==> config.mk <==
export PLATFORM = sky130hd
export DESIGN_NAME = rbst_merge
export DESIGN_NICKNAME = d
export VERILOG_FILES = /design/src/rtl/rbst_pkg.sv /design/src/rtl/rbst_merge.sv
export SDC_FILE = /design/constraint.sdc
export NUM_CORES = 1
export LEC_CHECK = 0
export BUFFER_PORTS_ARGS = -buffer_cell sky130_fd_sc_hd__buf_2
export CAP_MARGIN = 20
export CORE_ASPECT_RATIO = 0.75
export CORE_MARGIN = 2
export CORE_UTILIZATION = 35
export DETAILED_ROUTE_END_ITERATION = 10
export PLACE_DENSITY = 0.59
export SETUP_SLACK_MARGIN = 0.1
export SYNTH_ARGS = -nofsm -noshare
export SYNTH_HDL_FRONTEND = slang
export SYNTH_SLANG_ARGS = --single-unit
==> constraint.sdc <==
create_clock -name clk -period 15.66 [get_ports clk]
set_clock_uncertainty 0.1 [all_clocks]
set_input_delay 1.566 -clock clk [delete_from_list [all_inputs] [get_ports clk]]
set_output_delay 1.566 -clock clk [all_outputs]
set_load 0.005 [all_outputs]
==> src/rtl/rbst_pkg.sv <==
// Package for the ray/box slab test: payload structs, register indexes,
// pipeline depths and the quotient saturation function.
// No dependencies.
package rbst_pkg;

  localparam int FRAC_BITS_DEF = 16;
  localparam int CFG_IDX_W     = 3;
  localparam int DIV_STEPS     = 32;
  localparam int DIV_LAT       = DIV_STEPS + 1;
  localparam int LANE_LAT      = DIV_LAT + 3;

  localparam logic [CFG_IDX_W-1:0] CFG_BOX_MIN_X = 3'd0;
  localparam logic [CFG_IDX_W-1:0] CFG_BOX_MIN_Y = 3'd1;
  localparam logic [CFG_IDX_W-1:0] CFG_BOX_MIN_Z = 3'd2;
  localparam logic [CFG_IDX_W-1:0] CFG_BOX_MAX_X = 3'd3;
  localparam logic [CFG_IDX_W-1:0] CFG_BOX_MAX_Y = 3'd4;
  localparam logic [CFG_IDX_W-1:0] CFG_BOX_MAX_Z = 3'd5;

  localparam logic signed [31:0] SAT_MAX = 32'sh7fff_ffff;
  localparam logic signed [31:0] SAT_MIN = 32'sh8000_0000;

  typedef struct packed {
    logic [30:0]        ray_limit;
    logic signed [31:0] dir_z;
    logic signed [31:0] dir_y;
    logic signed [31:0] dir_x;
    logic signed [31:0] origin_z;
    logic signed [31:0] origin_y;
    logic signed [31:0] origin_x;
  } ray_in_t;

  typedef struct packed {
    logic signed [31:0] exit_distance;
    logic signed [31:0] entry_distance;
    logic               hit;
  } slab_out_t;

  typedef struct packed {
    logic        vld;
    logic [1:0]  tag;
    logic [31:0] q_a;
    logic [31:0] q_b;
    logic        sat_a;
    logic        sat_b;
    logic        neg_a;
    logic        neg_b;
  } div_out_t;

  typedef struct packed {
    logic               vld;
    logic signed [31:0] near_d;
    logic signed [31:0] far_d;
  } lane_res_t;

  function automatic logic signed [31:0] sat_quot(input logic [31:0] q, input logic sat,
                                                  input logic neg);
    logic signed [31:0] res;
    if (neg) begin
      res = (sat || q > 32'h8000_0000) ? SAT_MIN : -$signed(q);
    end else begin
      res = (sat || q[31]) ? SAT_MAX : $signed(q);
    end
    return res;
  endfunction

endpackage

==> src/rtl/rbst_merge.sv <==
// Merge stage: largest near, smallest far over the three lanes, then the
// hit decision against zero and the ray limit. Depends on rbst_pkg.
module rbst_merge import rbst_pkg::*; (
  input  logic        clk,
  input  logic        rst_n,
  input  lane_res_t   lx,
  input  lane_res_t   ly,
  input  lane_res_t   lz,
  input  logic [30:0] limit,
  output logic        out_vld,
  output slab_out_t   out_res
);

  logic               vld_r;
  logic signed [31:0] entry_r, exit_r;
  logic [30:0]        limit_r;
  logic signed [31:0] entry_nxt, exit_nxt, lower;
  logic               out_vld_r;
  slab_out_t          out_r;

  always_comb begin
    entry_nxt = (lx.near_d > ly.near_d) ? lx.near_d : ly.near_d;
    if (lz.near_d > entry_nxt) begin
      entry_nxt = lz.near_d;
    end
    exit_nxt = (lx.far_d < ly.far_d) ? lx.far_d : ly.far_d;
    if (lz.far_d < exit_nxt) begin
      exit_nxt = lz.far_d;
    end
    lower = (entry_r > 32'sd0) ? entry_r : 32'sd0;
  end

  always_ff @(posedge clk) begin
    if (!rst_n) begin
      vld_r     <= 1'b0;
      out_vld_r <= 1'b0;
    end else begin
      vld_r     <= lx.vld;
      out_vld_r <= vld_r;
    end
  end

  always_ff @(posedge clk) begin
    entry_r              <= entry_nxt;
    exit_r               <= exit_nxt;
    limit_r              <= limit;
    out_r.entry_distance <= entry_r;
    out_r.exit_distance  <= exit_r;
    out_r.hit            <= (exit_r >= lower) && (entry_r < $signed({1'b0, limit_r}));
  end

  assign out_vld = out_vld_r;
  assign out_res = out_r;

`ifndef SYNTHESIS
  a_hit_ordered: assert property (@(posedge clk) disable iff (!rst_n)
    (out_vld && out_res.hit) |-> (out_res.exit_distance >= out_res.entry_distance))
    else $error("hit reported with exit before entry");
  a_hit_in_front: assert property (@(posedge clk) disable iff (!rst_n)
    (out_vld && out_res.hit) |-> (out_res.exit_distance >= 32'sd0))
    else $error("hit reported with box behind origin");
`endif

endmodule

## Yosys cells after proc, flatten, opt, wreduce, memory -nomap -nowiden

Index checks and enable logic that the tools add are counted.

| storage, ports and cells | value |
|---|---|
| output and inout bits | 66 |
| logic and storage cells | 21 |
| bits in registers | 162 |
| bits of input ports | 228 |

| operators by class | value |
|---|---|
| $lt $le $gt $ge | 7 |
| reduce and logical (&&, ||, !) cells | 1 |
| mux-type cells | 5 |

Operator list:

| kind | number |
|---|---|
| $mux 32 | 5 |
| $lt 32x32->1 | 3 |
| $gt 32x32->1 | 2 |
| $ge 32x32->1 | 1 |
| $gt 32x1->1 const B | 1 |
| $logic_and 1x1->1 | 1 |

## Logic depth before layout (Yosys ltp)

Gate-level depths: netlist (run 1).

| depth | value |
|---|---|
| depth after elaboration | 4 |
| gate-level depth with buffers | 20 |
| gate-level depth less buffers | 18 |

## Least setup slack after synthesis (run 1)

Ideal clock, no wire load.

| timing path | value |
|---|---|
| kind | input to register |
| start | input port ly[13] (netlist bit) |
| end | register exit_r[10] |
| required time | 15488 ps |
| data arrival time | 5952 ps |
| stages | 20 |
| library setup time | 72 ps |
| path slack | 9536 ps |
| path buffers | 3 |
| cell sequence | inv_1 -> ha_1 -> a211oi_1 -> nor2_1 -> or3_1 -> o41ai_1 -> o21a_1 -> clkbuf_1 -> buf_2 -> mux2i_1 -> ha_1 -> a211oi_1 -> o21ai_0 -> a31o_2 -> a211o_1 -> or3_1 -> or3_1 -> o211ai_4 -> buf_6 -> mux2i_1 |

| on the way | value |
|---|---|
| longest elaborated chain between the ends | 4 |

Ends and longest elaborated chain:

| what | RTL line | RTL |
|---|---|---|
| start, declared | rbst_merge.sv:7 | `input lane_res_t ly,` |
| $lt 32x32->1 | rbst_merge.sv:26 | `exit_nxt = (lx.far_d < ly.far_d) ? lx.far_d : ly.far_d;` |
| $mux 32 * | rbst_merge.sv:26 |  |
| $lt 32x32->1 | rbst_merge.sv:27 | `if (lz.far_d < exit_nxt) begin` |
| $mux 32 * | rbst_merge.sv:27 |  |
| named net exit_nxt[10] | rbst_merge.sv:17 | `logic signed [31:0] entry_nxt, exit_nxt, lower;` |
| end signal, assigned | rbst_merge.sv:45 | `exit_r <= exit_nxt;` |
| end, declared | rbst_merge.sv:15 | `logic signed [31:0] entry_r, exit_r;` |

The timed path passes the listed nets; every way through them passes the cells marked *.
A chain may end at the register's enable or synchronous reset.

## Final worst setup path (run 1)

| timing path | value |
|---|---|
| start | input port lx[19] (netlist bit) |
| end | register exit_r[13] |

| on the way | value |
|---|---|
| longest elaborated chain between the ends | 4 |

Ends and longest elaborated chain:

| what | RTL line | RTL |
|---|---|---|
| start, declared | rbst_merge.sv:6 | `input lane_res_t lx,` |
| $lt 32x32->1 | rbst_merge.sv:26 |  |
| $mux 32 * | rbst_merge.sv:26 |  |
| $lt 32x32->1 | rbst_merge.sv:27 |  |
| $mux 32 * | rbst_merge.sv:27 |  |
| named net exit_nxt[13] | rbst_merge.sv:17 |  |

Marks and branches as above.

==> results of run 1 <==
## area by class of cell
type / count / area (um2)
Sequential cell: 162 / 3243
Timing Repair Buffer: 296 / 1514
Antenna cell: 2 / 5.005
Inverter: 166 / 623.1
Multi-Input combinational cell: 662 / 5618
Clock buffer: 21 / 460.4
Tap cell: 351 / 439.2
Fill cell: 2648 / 14840
Clock inverter: 11 / 128.9
## Yosys cell counts, types with 3 or more instances
cell type	number	area share
sky130_fd_sc_hd__a2111oi_0	3	0.0028
sky130_fd_sc_hd__a211oi_1	10	0.0079
sky130_fd_sc_hd__a21o_1	23	0.018
sky130_fd_sc_hd__a21oi_1	47	0.025
sky130_fd_sc_hd__a221o_1	3	0.0031
sky130_fd_sc_hd__a221oi_1	4	0.0037
sky130_fd_sc_hd__and2_1	3	0.0020
sky130_fd_sc_hd__and3_1	5	0.0033
sky130_fd_sc_hd__buf_2	9	0.0047
sky130_fd_sc_hd__buf_6	3	0.0035
sky130_fd_sc_hd__clkbuf_1	4	0.0016
sky130_fd_sc_hd__dfxtp_1	162	0.34
sky130_fd_sc_hd__ha_1	188	0.25
sky130_fd_sc_hd__inv_1	166	0.065
sky130_fd_sc_hd__mux2i_1	126	0.13
sky130_fd_sc_hd__nand2_1	53	0.021
sky130_fd_sc_hd__nand2b_1	5	0.0033
sky130_fd_sc_hd__nand3_1	15	0.0079
sky130_fd_sc_hd__nand4_1	32	0.021
sky130_fd_sc_hd__nor2_1	33	0.013
sky130_fd_sc_hd__nor2b_1	8	0.0052
sky130_fd_sc_hd__nor3_1	11	0.0058
sky130_fd_sc_hd__nor4_1	12	0.0079
sky130_fd_sc_hd__o21a_1	4	0.0031
sky130_fd_sc_hd__o21ai_0	38	0.020
sky130_fd_sc_hd__o21ai_1	3	0.0016
sky130_fd_sc_hd__o41ai_1	4	0.0037
sky130_fd_sc_hd__or3_1	5	0.0033
## state kept, by name, summed over array words and instances (netlist names)
name     count
entry_r     32
exit_r      32
limit_r     31
out_res     65
out_vld      1
vld_r        1
## cell families (layout without fill, tap and decap cells)
family / after synthesis / in the layout / share of synthesized area
simple gates: 188 / 188 / 0.09815
xor+xnor: 2 / 2 / 0.001835
fa+ha+maj: 188 / 188 / 0.2464
other cells: 1 / 3 / 0.0003928
buf+inv: 182 / 494 / 0.07509
compound gates: 155 / 155 / 0.1041
flops: 162 / 162 / 0.3397
mux: 128 / 128 / 0.1345
## stage by stage
stage,utilization,setup WS [ps],std cells,hold WS [ps]
after global routing,0.4476,7506,1669,265.4
final,0.4478,7806,1671,253.7
after detailed placement,0.4256,7447,1637,239.6
after floorplan,-,9536,1006,230.8
after CTS,0.4476,7891,1669,253.8
after global placement,0.4246,7443,1636,249.5
## where the power goes
group          total (mW)  internal, mW  leakage, nW  switching [mW]
registers           0.565         0.507         1.37          0.0583
clock network       0.418         0.244        0.284           0.174
logic               0.462         0.221         4.85           0.241
## worst max-delay path by stage
| stage | start | to | cells past startpoint | slack [ps] |
|---|---|---|---|---|
| 4_1_cts | lx[19] | exit_r[13] | 18 | 7890 |
| 3_3_place_gp | lx[19] | exit_r[13] | 18 | 7440 |
| 5_1_grt | lx[19] | exit_r[13] | 18 | 7510 |
| 2_1_floorplan | ly[13] | exit_r[10] | 20 | 9540 |
| 3_5_place_dp | lx[19] | exit_r[13] | 18 | 7450 |
| 6_report | lx[19] | exit_r[13] | 18 | 7810 |
## layer usage
layer | routed length, um | GRT usage | share of wire | vias up
li1 | - | - | - | 4139
met1 | 13470 | 0.2671 | 0.51 | 3595
met2 | 10950 | 0.2844 | 0.41 | 212
met3 | 1869 | 0.05601 | 0.071 | 17
met4 | 161 | 0.03231 | 0.0061 | 4
met5 | 21 | 0 | 0.00079 | -
==> impl.org, run 1 <==
** Power and ir drop
- Total design power :: 1.445 mW
- LEAKAGE :: 6.500 nW
- Maximum resistive drop on vdd :: 81.23 uV
- In this run the power density over the cells is 120.1 mW/mm2.

** Synthesis
- After synthesis, the mean cell area works out to 9.491 um2.
- Number of synthesized flops with an enable pin :: 0
- Cell count after synthesis :: 1006
- After synthesis, the share of flip-flops with an asynchronous set or reset is 0.
- When the netlist entered floorplanning its net count stood at 1422.
- Commonest register cell after synthesis :: sky130_fd_sc_hd__dfxtp_1
- Part of the Yosys area used for sequential elements :: 0.3397
- After synthesis the netlist holds a flip-flop and latch count of 162.
- The Yosys step of the flow raised 0 warnings.
- The synthesized netlist contains 47 unique library cells.
- After synthesis the cells add up to 0.009548 mm2.

** Routing
- Detailed Route WL :: 26470 um
- The detail route stage leaves a number of antenna-violating nets equal to 0.
- For this run, design rule violations remaining after detail routing come to 0.
- Dividing the detail-routed via count by the number of cells gives 4.768.
- Average routed wire per standard cell :: 15.84 um
- TritonRoute pass-1 iters :: 4
- Iteration-0 DRC Markers :: ~270
- Via count of the routed design :: 7967

** Setup path
- The worst register-to-register path ends at out_res[0].
- Startpoint-to-endpoint class of the critical path :: input pin to flip-flop
- Sort of element at the end of the critical path :: flip-flop
- The worst setup path is launched from an input pin.
- Most common cell on crit path :: sky130_fd_sc_hd__or3_1
- Crit path DAT :: 8090 ps
- Required time worst endpoint :: around 16000 ps
- Chain of cells forming the critical path :: buf_2 > ha_1 > a21oi_1 > o21ai_1 > or3_1 > o41ai_1 > o21a_2 > mux2i_1 > ha_1 > a211oi_1 > o21ai_0 > a31o_2 > a211o_1 > or3_1 > or3_1 > o211ai_4 > buf_4 > mux2i_1
- The setup check on the worst reg-to-reg path leaves a slack of 11780 ps.
- On the worst path, the slowest cell contributes a delay of 940 ps.
- Maximum fanout count along the critical path :: 32
- For this design, the slowest cell found on the critical path is sky130_fd_sc_hd__o21a_2.
- Broken down by cell family, the worst path's largest delay share belongs to compound AO/OA/AOI/OAI gates.
- Reg2reg path depth :: 15
- The startpoint identified for the worst register-to-register timing path is entry_r[0].
- Together, buffers and inverters on the worst path number 2.

** STA
- Measured against its own limit, the worst slew margin works out to 0.3268.
- Setup Viol. Count Final :: 0
- After routing, the total negative slack on setup checks comes to 0 ps.
- The max-slew violation count is 0.
- Unrepaired setup endpoints after global routing :: no
- Upper clock frequency limit :: between 100 and 150 MHz
- Final cycle utilization of the critical path :: 0.5015
- The final hold violation count was 0.
- At the pin with the least slew margin, the transition time is 1010 ps.
- Final period demand of the worst path :: 7854 ps

** Clocking
- Clock-pin slew was measured on the worst setup and hold paths at about 60 ps.
- After clock tree synthesis, the setup repair step added 0 buffers.
- Gates resized during post-CTS repair numbered 0.
- CTS saw around 160 sinks.
- TritonCTS built the clock tree.
- Clock tree synthesis selected as its root buffer the cell sky130_fd_sc_hd__clkbuf_16.
- The H-tree generated during clock tree synthesis spans 4 levels.
- The clock passes through at most 2 buffers.
- Post-CTS Hold Buffers :: 0
- Clk Latency, worst-skew pair :: 440 ps
- Number of buffers added by the clock tree synthesis step :: 17

** Worst hold path
- Worst hold path cell count :: 0
- The worst hold path begins at exit_r[9].
- The worst hold path terminates at out_res[42].
- The worst hold path belongs to the class flip-flop to flip-flop.

** Final layout
- In the layout the commonest cells are sky130_fd_sc_hd__buf_2 (291), sky130_fd_sc_hd__ha_1 (188), sky130_fd_sc_hd__inv_1 (166).
- Number of nets in the layout :: 1721
- Most common library cell in the layout ignoring fill and taps :: sky130_fd_sc_hd__buf_2
- After routing the design area is around 0.012 mm2.
- Area growth from synthesis to layout :: 26.01%
- Ratio of cells with drive above 1 in the final layout :: 0.2542

** Global routing
- After global routing the overflow that remains totals 0.
- Entering global routing, the biggest net connects 33 pins.
- In the global route stage, overall resource usage came out at 0.1881.
- Antenna violations before repair :: 4
- Via count of the first global-routing pass :: approximately 8000
- The first global-routing pass estimated 41680 um of wire.

** Placed design
- PortBufs :: 291
- The congestion estimate from routability-driven global placement came to 0.8449.
- Once detailed placement completed, the half-perimeter wirelength came to around 23000 um.
- Total placed instance area :: ~0.011 mm2

** Die
- Starting utilization of the core area :: 0.3553
- Core footprint :: roughly 0.027 mm2
- The die covers 0.02863 mm2.
- Die outline width :: 194.7 um
- The floorplan has 52 rows.
- In this run the count of I/O pins placed on the die edge is 294.
- The floorplan step set the die height to 147.0 um.

** Run
- The tool flagged a number of max-cap violations equal to 0.

** Run status
- The run finished with clean final reports.
No activity file was read; power rests on OpenSTA's default activity.
==> run 2: changes to the inputs <==
- clock period: 15.66 -> 8.2 ns (I/O delays scaled with it)
==> run 2 against run 1 <==
Core utilization is essentially flat. Flip-flop and latch count is the same. Global-route usage shrank 0.21 points. Sequential share of layout area is essentially flat. Die area is the same. Non-clock buffer count grew 2. Register-to-register slack lost 7500 ps. Worst setup slack lost 6200 ps. Clock-buffer cell count shrank 3. Cell count grew 0.18%. Via count shrank 0.50%. Critical path depth grew 1. Largest power group unchanged.
==> impl.org, run 2 (synthesized netlist as in run 1, its figures left out) <==
** Setup path
- The worst reg2reg path startpoint is entry_r[7] (was entry_r[0]).
- The start point of the critical path was lx[19] (unchanged).
- The critical register-to-register path endpoint is out_res[0] (unchanged).
- The category of the worst setup path capture point is a flip-flop (unchanged).
- Worst setup endpoint :: exit_r[18] (was exit_r[13])
- Chain of cells forming the critical path :: buf_2 > ha_1 > a21oi_1 > o21ai_1 > or3_1 > o41ai_1 > o21a_2 > buf_4 > mux2i_1 > ha_1 > a21oi_1 > o21ai_0 > o21ai_0 > nand3b_1 > or3_1 > or3_1 > o211ai_4 > buf_4 > mux2i_1 (was buf_2 > ha_1 > a21oi_1 > o21ai_1 > or3_1 > o41ai_1 > o21a_2 > mux2i_1 > ha_1 > a211oi_1 > o21ai_0 > a31o_2 > a211o_1 > or3_1 > or3_1 > o211ai_4 > buf_4 > mux2i_1)
- The worst path required time is 8440 ps (was 15890 ps).
- The type of origin of the critical path was an input pin (unchanged).
- Critical path's largest stage delay :: 760 ps (was 940 ps)
- Startpoint-to-endpoint class of the critical path :: input pin to flip-flop (unchanged)
- The worst reg-to-reg path cell count came to 15 (unchanged).
- The setup slack of the most critical reg-to-reg path came to 4250 ps (was 11780 ps).
- The cell at the slowest stage of the critical path is sky130_fd_sc_hd__o41ai_1 (was sky130_fd_sc_hd__o21a_2).
- Most common cell on crit path :: sky130_fd_sc_hd__or3_1 (unchanged)
- Maximum fanout count along the critical path :: 19 (was 32)
- The data arrival at the endpoint of the critical path is 6880 ps (was 8090 ps).

** Placed design
- Setup WS pre-CTS :: 1254 ps (was 7447 ps)
- PortBufs :: 291 (unchanged)
- Final Wtd Congestion :: 0.8612 (was 0.8449)
- Final HPWL DP :: 22520 um (was 22590 um)

** Final layout
- The flip-flop count of the largest register after layout was 65 (unchanged).
- The count of fill cells added during filler insertion was 2689 (was 2648).
- Area growth from synthesis to layout :: 26.06% (was 26.01%)
- The commonest non-fill, non-tap cell in the layout was sky130_fd_sc_hd__buf_2 (unchanged).
- Area of combinational cells with multiple inputs :: 0.005618 mm2 (unchanged)
- Number of nets in the layout :: 1723 (was 1721)
- Highest-count cells in the layout ignoring fill and taps :: sky130_fd_sc_hd__buf_2 (291), sky130_fd_sc_hd__ha_1 (188), sky130_fd_sc_hd__inv_1 (166) (unchanged)
- Area taken by flip-flops and latches :: 0.003243 mm2 (unchanged)
- The share of cells above drive strength 1 came to 0.2561 (was 0.2542).

** Routing
- The final antenna-violating net count came to 0 (unchanged).
- Iteration-0 DRC Markers :: 307 (was 268)
- The average wire per standard cell was 15.70 um (was 15.84 um).
- The detailed-routing iteration count for the pre-antenna-repair pass came to 4 (unchanged).
- Detailed Route WL :: 26280 um (was 26470 um)
- The DRC violation count after routing came to 0 (unchanged).
- The average vias per placed instance was 4.735 (was 4.768).
- The via count came to 7927 (was 7967).

** Clocking
- Clock tree from TritonCTS :: yes (unchanged)
- The number of clock sinks was 162 (unchanged).
- The CTS buffer count is 17 (unchanged).
- The insertion delay to the later sink of the worst-skew pair was 430 ps (was 440 ps).
- Post-cts sizing count :: 0 (unchanged)
- The cts-stage hold buffer count was 0 (unchanged).
- Number of buffers inserted by post-CTS setup repair :: 0 (unchanged)
- The clock tree buffer depth is 2 (unchanged).
- The number of levels the H-tree was split into was 4 (unchanged).
- The clock tree root buffer cell is sky130_fd_sc_hd__clkbuf_16 (unchanged).
- Reg clk slew, reported paths :: 70 ps (was 60 ps)

** Die
- The core footprint is 0.02687 mm2 (unchanged).
- The height of the die is 147.0 um (unchanged).
- Floorplan die area :: 0.02863 mm2 (unchanged)
- Starting utilization of the core area :: 0.3553 (unchanged)
- Num rows :: 52 (unchanged)
- The top-level I/O count was 294 (unchanged).
- The width of the die was 194.7 um (unchanged).

** STA
- Final worst slack :: 1562 ps (was 7806 ps)
- Timing would allow up to 150.7 MHz.
- The final setup TNS came to 0 ps (unchanged).
- Of the available clock period, the critical path in the final layout requires 0.8095.
- The final hold violation count is 0 (unchanged).
- Max-Slew Margin vs Limit :: 0.3747 (was 0.3268)
- Setup Viol. Count Final :: 0 (unchanged)
- Unrepaired setup endpoints after global routing :: no (unchanged)
- Final count of pins violating max slew :: 0 (unchanged)
- Actual transition at the worst max-transition pin :: 938.0 ps (was 1010 ps)
- The clock period could shrink to 6638 ps.

** Global routing
- Antenna violations before repair :: 5 (was 4)
- Wire length of the first global-routing pass :: 41280 um (was 41680 um)
- Aggregate global routing overflow :: 0 (unchanged)
- Maximum number of pins on one net before global-route repair :: 32 (was 33)
- Total GRT Usage :: 0.1859 (was 0.1881)
- Via count of the first global-routing pass :: 7860 (was 8017)

** Run status
- Result of the run: finished clean (unchanged).

** Worst hold path
- The type of the tightest min-delay check is flip-flop to flip-flop (unchanged).

** Power and ir drop
- Maximum resistive drop on vdd :: 148.9 uV (was 81.23 uV)
- LEAKAGE :: 6.500 nW (about the same)
- The total power divided by cell area was 227.2 mW/mm2 (was 120.1 mW/mm2).

** Run
- Max-Cap Viols :: 0 (unchanged)
run 2: cell types whose count changed in the layout (fill, tap and decap cells not counted), moves of 2 or more:
cell | before | now
sky130_fd_sc_hd__clkinv_2 | 2 | 0
sky130_fd_sc_hd__clkbuf_8 | 2 | 0
sky130_fd_sc_hd__inv_8 | 0 | 3
sky130_fd_sc_hd__buf_4 | 4 | 6
run 2: area by class of cell:
class / count / share of cell area
Multi-Input combinational cell: 662 / 0.4667
Sequential cell: 162 / 0.2694
Timing Repair Buffer: 298 / 0.1270
Inverter: 166 / 0.05177
Tap cell: 351 / 0.03649
Clock buffer: 18 / 0.03566
Clock inverter: 14 / 0.01227
Antenna cell: 3 / 0.0006237
run 2: power by group:
group | switching, mW | internal (mW) | total, mW | leakage, nW
registers | 0.110 | 0.967 | 1.08 | 1.37
clock network | 0.346 | 0.428 | 0.775 | 0.273
logic | 0.461 | 0.422 | 0.883 | 4.86
run 2: critical path: cells and delay by family:
family / cells / cell delay (ps)
AO/OA/AOI/OAI: 8 / 2750
AND/OR/NAND/NOR: 4 / 1200
buffers and inverters: 3 / 940
adder cells (fa/ha/maj): 2 / 590
multiplexers: 2 / 530
run 2: worst min-delay path by stage:
stage / startpoint / to / slack, ps / depth (start not counted)
global placement: exit_r[12] / out_res[45] / 250 / 0
floorplan: exit_r[0] / out_res[33] / 230 / 0
detailed placement: exit_r[12] / out_res[45] / 250 / 0
CTS: exit_r[24] / out_res[57] / 260 / 0
finish: exit_r[19] / out_res[52] / 260 / 0
global route: exit_r[19] / out_res[52] / 270 / 0
run 2: stage by stage:
stage          total power [mW]  area, um2  std cells  utilization  hold WS [ps]
2_1_floorplan             1.621       9548       1006            -         230.8
3_3_place_gp              1.959      11420       1638       0.4252         250.8
3_5_place_dp              1.974      11420       1638       0.4252         250.1
4_1_cts                   2.766      12000       1670       0.4466         264.0
5_1_grt                   2.946      12030       1671       0.4477         268.7
6_report                  2.734      12040       1674       0.4479         261.3
run 2: routing by layer:
| layer | share of wire | up-vias | GRT usage |
|---|---|---|---|
| met2 | 0.41 | 210 | 0.2763 |
| li1 | - | 4148 | - |
| met3 | 0.069 | 15 | 0.05854 |
| met1 | 0.51 | 3548 | 0.2652 |
| met4 | 0.0053 | 6 | 0.03346 |
| met5 | 0.0014 | - | 0 |
